### config.mk
export PLATFORM = sky130hd
export DESIGN_NAME = ksfc_front
export DESIGN_NICKNAME = d
export VERILOG_FILES = /design/src/rtl/core/ksfc_pkg.sv /design/src/rtl/core/ksfc_front.sv
export SDC_FILE = /design/constraint.sdc
export NUM_CORES = 1
export LEC_CHECK = 0
export BUFFER_PORTS_ARGS = -buffer_cell sky130_fd_sc_hd__buf_4
export CORE_ASPECT_RATIO = 0.7
export CORE_UTILIZATION = 46
export DETAILED_ROUTE_END_ITERATION = 10
export PLACE_DENSITY_LB_ADDON = 0.25
export SETUP_SLACK_MARGIN = 0.15
export SLEW_MARGIN = 20
export SYNTH_ARGS = -nofsm -noshare
export SYNTH_HDL_FRONTEND = slang
export SYNTH_SLANG_ARGS = --single-unit
### constraint.sdc
create_clock -name vclk -period 7.5
set_input_delay 0.75 -clock vclk [all_inputs]
set_output_delay 0.75 -clock vclk [all_outputs]
set_load 0.02 [all_outputs]
### src/rtl/core/ksfc_pkg.sv
// Shared types and constants for the keyed square fill canvas core.
// Used by the front, queue, back and top level; depends on nothing.
package ksfc_pkg;

   // Coordinates and extents: corner (7 bits) plus side (8 bits) fits in 9 bits
   localparam int COORD_W     = 9;
   localparam int QUEUE_DEPTH = 2;

   typedef enum logic {
      OP_FILL = 1'b0,
      OP_READ = 1'b1
   } ksfc_op_type;

   typedef struct packed {
      logic [7:0] red;
      logic [7:0] green;
      logic [7:0] blue;
   } ksfc_pixel_type;

   localparam ksfc_pixel_type WHITE_PIXEL = '{red: 8'hFF, green: 8'hFF, blue: 8'hFF};
   localparam ksfc_pixel_type BLACK_PIXEL = '{red: 8'h00, green: 8'h00, blue: 8'h00};

   // Input transaction payload
   typedef struct packed {
      logic       opcode;
      logic [6:0] pos_x;
      logic [6:0] pos_y;
      logic [7:0] side;
      logic [7:0] fill_red;
      logic [7:0] fill_green;
      logic [7:0] fill_blue;
   } ksfc_req_type;

   // Result transaction payload
   typedef struct packed {
      logic [7:0] pix_red;
      logic [7:0] pix_green;
      logic [7:0] pix_blue;
      logic [7:0] reach_x;
      logic [7:0] reach_y;
   } ksfc_rsp_type;

   // Classified command handed from front to back
   typedef struct packed {
      ksfc_op_type          op;
      logic [COORD_W-1:0]   x0;
      logic [COORD_W-1:0]   y0;
      logic [COORD_W-1:0]   x_end;
      logic [COORD_W-1:0]   y_end;
      logic                 skip;   // fill with no covered pixel, or read off canvas
      ksfc_pixel_type       color;
   } ksfc_cmd_type;

   typedef struct packed {
      logic full;
      logic empty;
   } ksfc_qstat_type;

endpackage

### src/rtl/core/ksfc_front.sv
// Front end: accepts request transactions, clips squares and classifies them.
// Depends on ksfc_pkg; pushes ksfc_cmd_type into the command queue.
module ksfc_front #(
   parameter int CANVAS_SIZE = 128
) (
   input  logic                    start,
   input  ksfc_pkg::ksfc_req_type  req_item,
   input  logic                    back_clearing,
   input  ksfc_pkg::ksfc_qstat_type qstat,
   output logic                    busy,
   output logic                    push,
   output ksfc_pkg::ksfc_cmd_type  cmd
);

   // Sums never exceed 382, so clipping above 511 changes nothing
   localparam int CLIP_LIM = (CANVAS_SIZE < 511) ? CANVAS_SIZE : 511;
   localparam logic [ksfc_pkg::COORD_W-1:0] CLIP_END = ksfc_pkg::COORD_W'(CLIP_LIM);

   logic [ksfc_pkg::COORD_W-1:0] x0;
   logic [ksfc_pkg::COORD_W-1:0] y0;
   logic [ksfc_pkg::COORD_W-1:0] sum_x;
   logic [ksfc_pkg::COORD_W-1:0] sum_y;
   logic [ksfc_pkg::COORD_W-1:0] end_x;
   logic [ksfc_pkg::COORD_W-1:0] end_y;
   logic                         empty_sq;
   logic                         in_canvas;

   // Hold off new transactions while the queue is full or the canvas clears
   assign busy = qstat.full | back_clearing;
   assign push = start & ~busy;

   // Clip the square at the canvas edge
   always_comb begin
      x0        = {2'b00, req_item.pos_x};
      y0        = {2'b00, req_item.pos_y};
      sum_x     = x0 + {1'b0, req_item.side};
      sum_y     = y0 + {1'b0, req_item.side};
      end_x     = (sum_x > CLIP_END) ? CLIP_END : sum_x;
      end_y     = (sum_y > CLIP_END) ? CLIP_END : sum_y;
      empty_sq  = (x0 >= end_x) || (y0 >= end_y);
      in_canvas = (32'(req_item.pos_x) < CANVAS_SIZE) && (32'(req_item.pos_y) < CANVAS_SIZE);
   end

   // Build the command
   always_comb begin
      cmd.op          = ksfc_pkg::ksfc_op_type'(req_item.opcode);
      cmd.x0          = x0;
      cmd.y0          = y0;
      cmd.x_end       = end_x;
      cmd.y_end       = end_y;
      cmd.skip        = (req_item.opcode == ksfc_pkg::OP_READ) ? ~in_canvas : empty_sq;
      cmd.color.red   = req_item.fill_red;
      cmd.color.green = req_item.fill_green;
      cmd.color.blue  = req_item.fill_blue;
   end

endmodule

# --- Word-level counts from Yosys, hierarchy flattened ---
# Cells that the tools add are included.
totals:
  ff_bits: 0
  elab_cells: 13
op_classes:
  add_sub_neg: 2
  magnitude_cmp: 4
  mux: 3
  n_bitwise: 3
  n_reduce_logical: 1
ops:
  columns: ["operator", "count"]
  rows:
  - ["7-bit by 8-bit adder with 9-bit output", 2]
  - ["7-bit by 9-bit >= comparator with 1-bit output", 2]
  - ["9-bit by 8-bit greater-than comparator with 1-bit output, second input constant", 2]
  - ["9-bit 2-to-1 mux", 2]
  - ["1-bit AND", 1]
  - ["1-bit logical OR", 1]
  - ["1-bit 2-to-1 mux", 1]
  - ["1-bit inverter", 1]
  - ["1-bit bitwise OR", 1]

# --- Longest topological paths before layout ---
logic_depth:
  depth_word: 6
  ltp_mapped: 15

# --- Least setup slack after synthesis ---
# OpenSTA, ideal clock, no wires.
synth_path:
  path_type: "input -> output"
  startpoint: "input req_item[24] (netlist name)"
  endpoint: "output cmd[24] (netlist name)"
  arrival_ps: 3518
  path_slack_ps: 3232
  path_stages: 14
  path_buffers: 0
  path_cell_list: "ha_1 -> fa_1 -> a21oi_1 -> o22ai_1 -> nor4b_1 -> mux2_2 -> inv_2 -> or3_1 -> ha_1 -> nand2_1 -> o211ai_1 -> o211ai_1 -> a21oi_1 -> o2bb2ai_1"
synth_lines:
  columns: ["element", "line", "rtl"]
  rows:
  - ["start, declared", "ksfc_front.sv:7", "input ksfc_pkg::ksfc_req_type req_item,"]
  - ["end, declared", "ksfc_front.sv:12", "output ksfc_pkg::ksfc_cmd_type cmd"]

==> results.yml <==
outcome:
  status: "complete, no violations"
cts:
  holdBufCountCts: 0
  post_cts_buffers: 0
  postCtsResizedCells: 0
logic_synthesis:
  netlist_area_um2: 1480
  yosysWarningCount: 0
  syn_inst: 200
  yosysUniqueCellTypes: 51
  ys_seq_area_share_pct: 0
  synth_top_area_share_pct: 22.8
  synthTopCellsByArea: "buf_4 23%, ha_1 22%, a21oi_1 3.7%"
  syn_avg_cell_area_um2: 7.41
  synth_top_cell_by_area: "buf_4"
place:
  post-dp-hpwl_um: 3220
  gp_congestion: 0.918
  port_buffers: 60
  dp_slack_ns: 2.70
timing:
  setup_viol: 0
  worst_slew_pin_slew_ns: 0.906
  hold_viol_final: 0
  period_share_pct: 64.7
  setup-tns-final_ns: 0
  drv_slew: 0
  clock.fmax_ghz: 0.206
  rsz0062_at_grt: "false"
  period_needed_ns: 4.85
  slew-limit-headroom_pct: 38.8
  hold_slack_ns: 1.50
  setup_slack_ns: 2.65
routing:
  ant_nets: 0
  drtIter0Drc: 48
  wl_per_cell_um: 14.2
  drc_errors: 0
  viasPerCell: 5.63
  wl_um: 3610
  vias: 1430
  first_pass_iters: 4
setup_path:
  path_buf_inv: 3
  critPathKind: "in -> out"
  arrival_ns: 4.10
  endpoint_kind: "output pin"
  crit_chain: "buf_4 -> ha_1 -> inv_1 -> fa_1 -> nor2b_1 -> o211a_1 -> o41ai_2 -> a41oi_1 -> nand2b_1 -> ha_1 -> o21ai_0 -> a31oi_1 -> o221ai_1 -> a211o_1 -> o2bb2ai_1 -> buf_4"
  max_stage_delay_ns: 0.74
  critPathRequiredTime_ns: 6.75
  startpoint_type: "input pin"
  cp_max_fo: 12
  critical_path.top_delay_family: "compound AO/OA/AOI/OAI gates"
  cpMaxStageDelayCell: "a41oi_1"
finish:
  area_delta_synth_final_pct: 11.3
  num_antenna_cells: 0
  regArea_um2: 0
  drive_gt1_share_pct: 30.3
  seq_cells: 0
  clkbuf_count: 0
  layout.nets: 299
grt:
  grt_pass1_vias: 1154
  grtUsageTotal_pct: 19.7
  antenna_found_initial: 0
  grt_pass1_wl_um: 5580
  grt_max_degree: 13
  gr-total-overflow: 0
power:
  p_leak_nw: 0.795
  p_per_area_nw_per_um2: 105
  vdd_drop_max_mv: 0.0407
floorplan:
  fp.dieH_um: 49.5
  io_pins: 115
  start_util_pct: 50.7
  die-area_um2: 3460
  fp-row-count: 16
  coreArea_um2: 2920
  die_x_um: 69.9
min_path:
  hold_class: "in -> out"
job:
  maxCapViolCount: 0
cells by family (layout without fill, tap and decap cells):
kind of cell,after synthesis,in the layout,synth area share [%]
compound gates,49,49,23.6
xor+xnor,7,7,4.14
fa+ha+maj,28,28,24.6
buf+inv,55,68,25.4
mux,1,1,0.759
other cells,1,6,0.253
simple gates,59,59,21.2
synth_stat cells (3+ instances only):
library cell / instances
nor2b_1: 7
nor2_1: 13
o211ai_1: 4
a211oi_1: 3
xnor2_1: 5
buf_4: 45
a21boi_0: 3
inv_1: 7
o21ai_0: 7
or3_1: 3
ha_1: 26
nor3_1: 5
nand2b_1: 4
nand3_1: 5
nand2_1: 8
a21oi_1: 11
metrics by stage:
step	area (um^2)	utilization, %	cells	power, mW
2_1_floorplan	1500	-	205	0.140
3_3_place_gp	1650	56.5	254	0.171
3_5_place_dp	1650	56.5	254	0.172
4_1_cts	1650	56.5	254	0.173
5_1_grt	1650	56.5	254	0.191
6_report	1650	56.5	254	0.173
where the power goes:
| part | internal, mW | switching (mW) | total [mW] | leakage [nW] |
|---|---|---|---|---|
| registers | 0 | 0 | 0 | 0 |
| logic | 0.0764 | 0.0965 | 0.173 | 0.795 |
| clock network | 0 | 0 | 0 | 0 |
cells in the final DEF, fill, tap and decap left out, types with 3 or more instances in the layout:
cell type  synthesis  layout
ha_1              26      26
nor3_1             5       5
a211oi_1           3       3
a21boi_0           3       3
buf_4             45      60
or3_1              3       3
xnor2_1            5       5
nor2_1            13      13
nor2b_1            7       7
nand2_1            8       8
nand3_1            5       5
inv_1              7       7
conb_1             1       6
nand2b_1           4       4
o21ai_0            7       7
a21oi_1           11      11
o211ai_1           4       4
worst paths after layout:
check | startpoint | to | slack [ns] | cells after the start
worst max-delay path | req_item[24] | cmd[24] | 2.65 | 16
worst min-delay path | req_item[12] | cmd[12] | 1.50 | 0
final cells by class:
class,count,area [um^2]
multi-input cells,150,1120
fillers,296,1270
well taps,36,45.0
repair buffers,60,450
inverters,8,30.0
routing by layer:
metal	routed length (um)	vias up	GRT usage, %
met4	126	0	6.67
met1	1780	626	30.8
li1	-	718	-
met2	1400	62	27.7
met3	312	24	1.43
met5	0	-	0
No activity file was read; power rests on OpenSTA's default activity.
