[src/rtl/core/ksfc_pkg.sv]
// Shared types and constants for the keyed square fill canvas core.
// Used by the front, queue, back and top level; depends on nothing.
package ksfc_pkg;

   // Coordinates and extents: corner (7 bits) plus side (8 bits) fits in 9 bits
   localparam int COORD_W     = 9;
   localparam int QUEUE_DEPTH = 2;

   typedef enum logic {
      OP_FILL = 1'b0,
      OP_READ = 1'b1
   } ksfc_op_type;

   typedef struct packed {
      logic [7:0] red;
      logic [7:0] green;
      logic [7:0] blue;
   } ksfc_pixel_type;

   localparam ksfc_pixel_type WHITE_PIXEL = '{red: 8'hFF, green: 8'hFF, blue: 8'hFF};
   localparam ksfc_pixel_type BLACK_PIXEL = '{red: 8'h00, green: 8'h00, blue: 8'h00};

   // Input transaction payload
   typedef struct packed {
      logic       opcode;
      logic [6:0] pos_x;
      logic [6:0] pos_y;
      logic [7:0] side;
      logic [7:0] fill_red;
      logic [7:0] fill_green;
      logic [7:0] fill_blue;
   } ksfc_req_type;

   // Result transaction payload
   typedef struct packed {
      logic [7:0] pix_red;
      logic [7:0] pix_green;
      logic [7:0] pix_blue;
      logic [7:0] reach_x;
      logic [7:0] reach_y;
   } ksfc_rsp_type;

   // Classified command handed from front to back
   typedef struct packed {
      ksfc_op_type          op;
      logic [COORD_W-1:0]   x0;
      logic [COORD_W-1:0]   y0;
      logic [COORD_W-1:0]   x_end;
      logic [COORD_W-1:0]   y_end;
      logic                 skip;   // fill with no covered pixel, or read off canvas
      ksfc_pixel_type       color;
   } ksfc_cmd_type;

   typedef struct packed {
      logic full;
      logic empty;
   } ksfc_qstat_type;

endpackage

[src/rtl/core/ksfc_queue.sv]
// Short command queue between front and back end.
// Depends on ksfc_pkg for the command and status types.
module ksfc_queue (
   input  logic                     clock,
   input  logic                     reset,
   input  logic                     push,
   input  ksfc_pkg::ksfc_cmd_type   push_cmd,
   input  logic                     pop,
   output ksfc_pkg::ksfc_cmd_type   head_cmd,
   output ksfc_pkg::ksfc_qstat_type qstat
);

   localparam int PTR_W = (ksfc_pkg::QUEUE_DEPTH > 1) ? $clog2(ksfc_pkg::QUEUE_DEPTH) : 1;
   localparam int CNT_W = $clog2(ksfc_pkg::QUEUE_DEPTH + 1);
   localparam logic [CNT_W-1:0] FULL_CNT = CNT_W'(ksfc_pkg::QUEUE_DEPTH);
   localparam logic [PTR_W-1:0] LAST_PTR = PTR_W'(ksfc_pkg::QUEUE_DEPTH - 1);

   ksfc_pkg::ksfc_cmd_type entry_ff [ksfc_pkg::QUEUE_DEPTH];
   logic [PTR_W-1:0] wr_ptr_ff;
   logic [PTR_W-1:0] rd_ptr_ff;
   logic [CNT_W-1:0] count_ff;

   assign qstat.full  = (count_ff == FULL_CNT);
   assign qstat.empty = (count_ff == '0);
   assign head_cmd    = entry_ff[rd_ptr_ff];

   // Store pushed commands
   always_ff @(posedge clock) begin
      if (push) begin
         entry_ff[wr_ptr_ff] <= push_cmd;
      end
   end

   // Advance pointers and occupancy
   always_ff @(posedge clock) begin
      if (reset) begin
         wr_ptr_ff <= '0;
         rd_ptr_ff <= '0;
         count_ff  <= '0;
      end else begin
         if (push) begin
            wr_ptr_ff <= (wr_ptr_ff == LAST_PTR) ? '0 : wr_ptr_ff + 1'b1;
         end
         if (pop) begin
            rd_ptr_ff <= (rd_ptr_ff == LAST_PTR) ? '0 : rd_ptr_ff + 1'b1;
         end
         if (push && !pop) begin
            count_ff <= count_ff + 1'b1;
         end else if (pop && !push) begin
            count_ff <= count_ff - 1'b1;
         end
      end
   end

endmodule

[config.mk]
export PLATFORM = sky130hd
export DESIGN_NAME = ksfc_queue
export DESIGN_NICKNAME = d
export VERILOG_FILES = /design/src/rtl/core/ksfc_pkg.sv /design/src/rtl/core/ksfc_queue.sv
export SDC_FILE = /design/constraint.sdc
export NUM_CORES = 1
export LEC_CHECK = 0
export ABC_AREA = 1
export BUFFER_PORTS_ARGS = -buffer_cell sky130_fd_sc_hd__buf_4
export CAP_MARGIN = 20
export CORE_ASPECT_RATIO = 1.5
export CORE_UTILIZATION = 50
export DETAILED_ROUTE_END_ITERATION = 10
export PLACE_DENSITY = 0.79
export SYNTH_ARGS = -nofsm -noshare
export SYNTH_HDL_FRONTEND = slang
export SYNTH_SLANG_ARGS = --single-unit
[constraint.sdc]
create_clock -name clock -period 7.78 [get_ports clock]
set_input_delay 0 -clock clock [delete_from_list [all_inputs] [get_ports clock]]
set_output_delay 0 -clock clock [all_outputs]
set_load 0.03 [all_outputs]
## Word-level counts from Yosys, hierarchy flattened

Memory sizes are Yosys's and may differ from the RTL's. A register that Yosys moved wholly into a read port is not among the register bits.
Cells that the tools add are included.

- Register bits after elaboration: 4
- RAM bits: 124
- Bits of input ports: 66
- Word-level logic and storage cells: 23
- Memories kept: 1

Memory list:

| name | depth | bits a word | read ports | clocked after Yosys merged registers in | wr ports | RTL line | text |
|---|---|---|---|---|---|---|---|
| entry_ff | 2 | 62 | 1 | 1 | 1 | ksfc_queue.sv:18 | `ksfc_pkg::ksfc_cmd_type entry_ff [ksfc_pkg::QUEUE_DEPTH];` |

- $add $sub $neg: 4
- Equal/unequal tests: 1
- Mux-type cells: 8
- Reductions and logical operators: 6

Operators with widths:

| kind | count |
|---|---|
| $mux W1 | 6 |
| $mux W2 | 2 |
| $add A1 B1 Y1 const B | 2 |
| $add A2 B1 Y2 const B | 1 |
| $eq A2 B2 Y1 const B | 1 |
| $logic_and A1 B1 Y1 | 2 |
| $logic_not A1 Y1 | 2 |
| $logic_not A2 Y1 | 1 |
| $reduce_bool A2 Y1 | 1 |
| $sub A2 B1 Y2 const B | 1 |

## Logic depth before layout (Yosys ltp)

- Depth in word-level cells: 4
- Mapped depth: 8
- Mapped depth without buffers: 8

## Worst setup path before layout

No wires, ideal clock.

- Path kind: register to register
- Start point: register wr_ptr_ff
- End point: memory entry_ff[0][0] (netlist name), enable pin
- Arrival time: 2.912 ns
- Path slack: 4.384 ns
- Cell stages (with the launch flop): 2
- Clock period less this slack: 3.396 ns
- Cell sequence: dfxtp_1 > nor2_1

RTL lines:

| what | RTL line | text |
|---|---|---|
| from (decl) | ksfc_queue.sv:19 | `logic [PTR_W-1:0] wr_ptr_ff;` |
| from (signal assigned) | ksfc_queue.sv:42 | `wr_ptr_ff <= (wr_ptr_ff == LAST_PTR) ? '0 : wr_ptr_ff + 1'b1;` |
| to (decl) | ksfc_queue.sv:18 |  |

No word-level cell before the write port.

## Worst setup path after layout

- Start point: register wr_ptr_ff
- End point: memory entry_ff[1][8] (netlist name), enable pin

No word-level cell before the write port.

==> results <==
- Of the post-synthesis cell area, the dominant cell type holds 0.744.
- The setup skew after layout is slightly below 0.006 ns.
- The final standard cell utilization of the core is 0.747.
- The worst-case setup margin in the final layout is 5.86 ns.
- The detailed-route wire length on metal 1 is 3.38 mm.
- The number of I/O pins is 130.
- The worst hold slack after final layout is 0.318 ns.
- Across every metal layer, demand over resource in global routing totals 0.190.
- Detailed routing inserted a total of 2733 vias.
- Fill cells in the final layout number a little under 600.
- The yosys synthesis warning count is 0.
- The first detailed-routing pass ran for 4 iterations.
- The period utilization is 0.247.
- For this design the static power due to leakage is 2.93 nW.
- The worst setup path is captured at a register.
- The initial antenna violation count is 0.
- Summed over all layers, the global routing overflow is 0.
- The category of the most critical setup path is reg2reg.
- The endpoint required time on the critical path is 7.84 ns.
- In this run, the number of DRC markers left after iteration 0 of detailed routing was 122.
- The detail route stage leaves a number of antenna-violating nets equal to 0.
- The slack of the worst reg-to-reg path is 5.86 ns.
- Counting both buffers and inverters, the worst setup path holds a total of 2.
- In the final routed layout, each cell accounts on average for 16.8 um.
- The flow ran to the end, and the final reports show no timing, DRC or antenna violations.
- Routed signal wires occupy layers up through met4.
- The max-capacitance violation count is 0.
- The die is 83.7 um wide.
- The setup-violating endpoint count in the final report is 0.
- The synthesized flop and latch total is 129.
- The number of distinct library cells after synthesis is 16.
- The clock slew at the register clock pins of the worst setup and hold paths is approximately 0.060 ns.
- The worst setup slack before clock tree synthesis is roughly 5.8 ns.
- Entering global routing, the biggest net connects 63 pins.
- The number of diodes added for antenna fixing is 0.
- Detailed routing placed a total of 483 um of wire on met3.
- Setup repair after global routing left no endpoint under its margin.
- For this design, the slowest cell found on the critical path is sky130_fd_sc_hd__inv_2.
- The first global-routing pass estimated between 10 and 15 mm of wire.
- The delay of the slowest critical-path stage is 0.58 ns.
- The number of hold violations in the final report is 0.
- The post-route cell area is a little over 7000 um2.
- The die covers around 10000 um2.
- The cell type group with the largest total delay on the critical path is buffers and inverters.
- Traced cell by cell, the critical path runs through nand2_1 > inv_2 > buf_4.
- The routed design has 9.49 mm of wire.
- The maximum buffer depth of the clock tree is 2.
- The shortest period the worst path allows is a little under 2 ns.
- Ranked by total cell area, the synthesized netlist is headed by sky130_fd_sc_hd__edfxtp_1 (74%), sky130_fd_sc_hd__mux2_4 (18%), sky130_fd_sc_hd__buf_12 (2.4%).
- Dividing the detail-routed via count by the number of cells gives 4.85.
- The site row count is 44.
- Each instance of the synthesized netlist takes up on average 22.1 um2.
- For this design the ratio of total power to cell area is 251 nW/um2.
- VDD sags by at most around 210 uV.
- The clock latency of the later-clocked register in the worst-skew pair is ~0.41 ns.
- The design draws roughly 1.8 mW.
- The maximum frequency from static timing analysis is 520 MHz.
- The net count of the mapped netlist is a little under 300.
- Summed over all failing endpoints, the final setup total negative slack is 0 ns.
- The tree is rooted in a sky130_fd_sc_hd__clkbuf_16.
- The TritonCTS sink count is 129.
- For this run, the register share of the synthesized area comes to 0.764.
- STA classifies the critical path startpoint as a register.
- In the routed design, unresolved DRC markers number 0.
- The cell total after placement is 465.
- Once layout is complete, the cells apart from fillers number ~560.
- In this run the tightest slew margin relative to its limit is 0.449.
- The net count of the finished layout is 503.
- Once placement finished, the instance area stood at around 6000 um2.
- At the end of routability-driven placement, the weighted congestion stood at 0.673.
- The synthesis-to-finish area growth is 44.6%.
- The via count of the first global-routing pass was about 3.0k.
- The number of I/O port buffers is approximately 130.
- The synthesized netlist occupies a cell area of 5000 um2.
- The die is 125 um tall.
- The H-tree generated during clock tree synthesis spans 4 levels.
- The initial cell density of the core is 0.517.
- The path type of the worst min-delay path is in2reg.
- The sum of net half-perimeters after detailed placement is 5.49 mm.
- The largest driver fanout on the critical path is 36.
- In this run, post-CTS repair resized a total of 0 instances.
- The arrival time at the worst endpoint is about 2 ns.
- The number of buffers created by CTS is 17.
- For the pin with the worst max-slew slack, the measured transition is 0.826 ns.
- In this run the standard cell core region covers between 9000 and 10000 um2.
- The largest area contributor in the synthesized netlist is sky130_fd_sc_hd__edfxtp_1.
- The count of mapped cells out of synthesis is 226.
- The CTS tree is built.
- The wire length on met2 is 5.44 mm.
- The number of slew-limit violations in the final report was 0.
- The fraction of final layout cells sized beyond drive strength 1 is 0.494.
-- state kept, by name, indices dropped and copies added (netlist names), named ones only --
| signal | flops |
|---|---|
| count_ff | 2 |
| entry_ff | 124 |
| rd_ptr_ff | 1 |
| wr_ptr_ff | 1 |
-- layout by cell type, fill, tap and decap left out, drive strengths merged, types with 5 or more instances in the layout --
cell type      n
buf          132
clkbuf        25
clkinv         5
dfxtp          5
dlygate4sd3   66
edfxtp       124
inv            9
mux2          62
nand2          5
nor2           7
-- worst paths after layout --
check | from | end | cells after the start
setup / recovery | wr_ptr_ff | entry_ff[1][8] | 3
hold / removal | push_cmd[21] | entry_ff[0][21] | 2
setup reg to reg | wr_ptr_ff | entry_ff[1][8] | 3
hold reg to reg | wr_ptr_ff | wr_ptr_ff | 2
-- logic make-up (layout without fill, tap and decap cells) --
family / Yosys count / in the layout / synth area share
AO/OA/AOI/OAI: 2 / 2 / 0.00200
XOR/XNOR: 1 / 1 / 0.00175
adder cells (fa/ha/maj): 1 / 1 / 0.00250
buffers and inverters: 16 / 239 / 0.0330
flip-flops: 129 / 129 / 0.764
multiplexers: 62 / 62 / 0.184
AND/OR/NAND/NOR: 15 / 15 / 0.0123
-- worst register-to-register path: stages, from the launching register on --
cell and delay, ns:
sky130_fd_sc_hd__dfxtp_1 0.40, sky130_fd_sc_hd__nand2_1 0.09, sky130_fd_sc_hd__inv_2 0.58, sky130_fd_sc_hd__buf_4 0.50
-- cells in the mapped netlist --
master                       n
sky130_fd_sc_hd__nor3_1      1
sky130_fd_sc_hd__nand2_1     5
sky130_fd_sc_hd__ha_1        1
sky130_fd_sc_hd__buf_12      6
sky130_fd_sc_hd__a21oi_1     1
sky130_fd_sc_hd__mux2_2      2
sky130_fd_sc_hd__inv_1       9
sky130_fd_sc_hd__mux2_4     60
sky130_fd_sc_hd__buf_6       1
sky130_fd_sc_hd__o21ai_0     1
sky130_fd_sc_hd__dfxtp_1     5
sky130_fd_sc_hd__nand4_1     1
sky130_fd_sc_hd__nand3_1     1
sky130_fd_sc_hd__nor2_1      7
sky130_fd_sc_hd__xnor2_1     1
sky130_fd_sc_hd__edfxtp_1  124
-- final cells by class --
type                    count  area (um2)  area share
clock buffers              25         475      0.0657
clock inverters             7        61.3     0.00847
inverters                   9        33.8     0.00467
multi-input cells          81        1020       0.141
flip-flops and latches    129        3830       0.529
well taps                 115         144      0.0199
repair buffers            198        1670       0.231
-- repair_timing --
action | in CTS | in global routing
hold endpoints to repair | 129 | 0
buffers inserted | 0 | 0
hold buffers | 66 | 0
-- report_power, final --
part	internal, mW	switching, mW	total (mW)
Combinational	0.144	0.146	0.290
Sequential	0.805	0.0165	0.822
Clock	0.452	0.256	0.708
-- routing by layer --
layer,GRT usage,vias up
met5,0,-
li1,-,1294
met4,0.0887,0
met1,0.189,1336
met3,0.0696,18
met2,0.344,85
(Power assumes the default switching activity.)
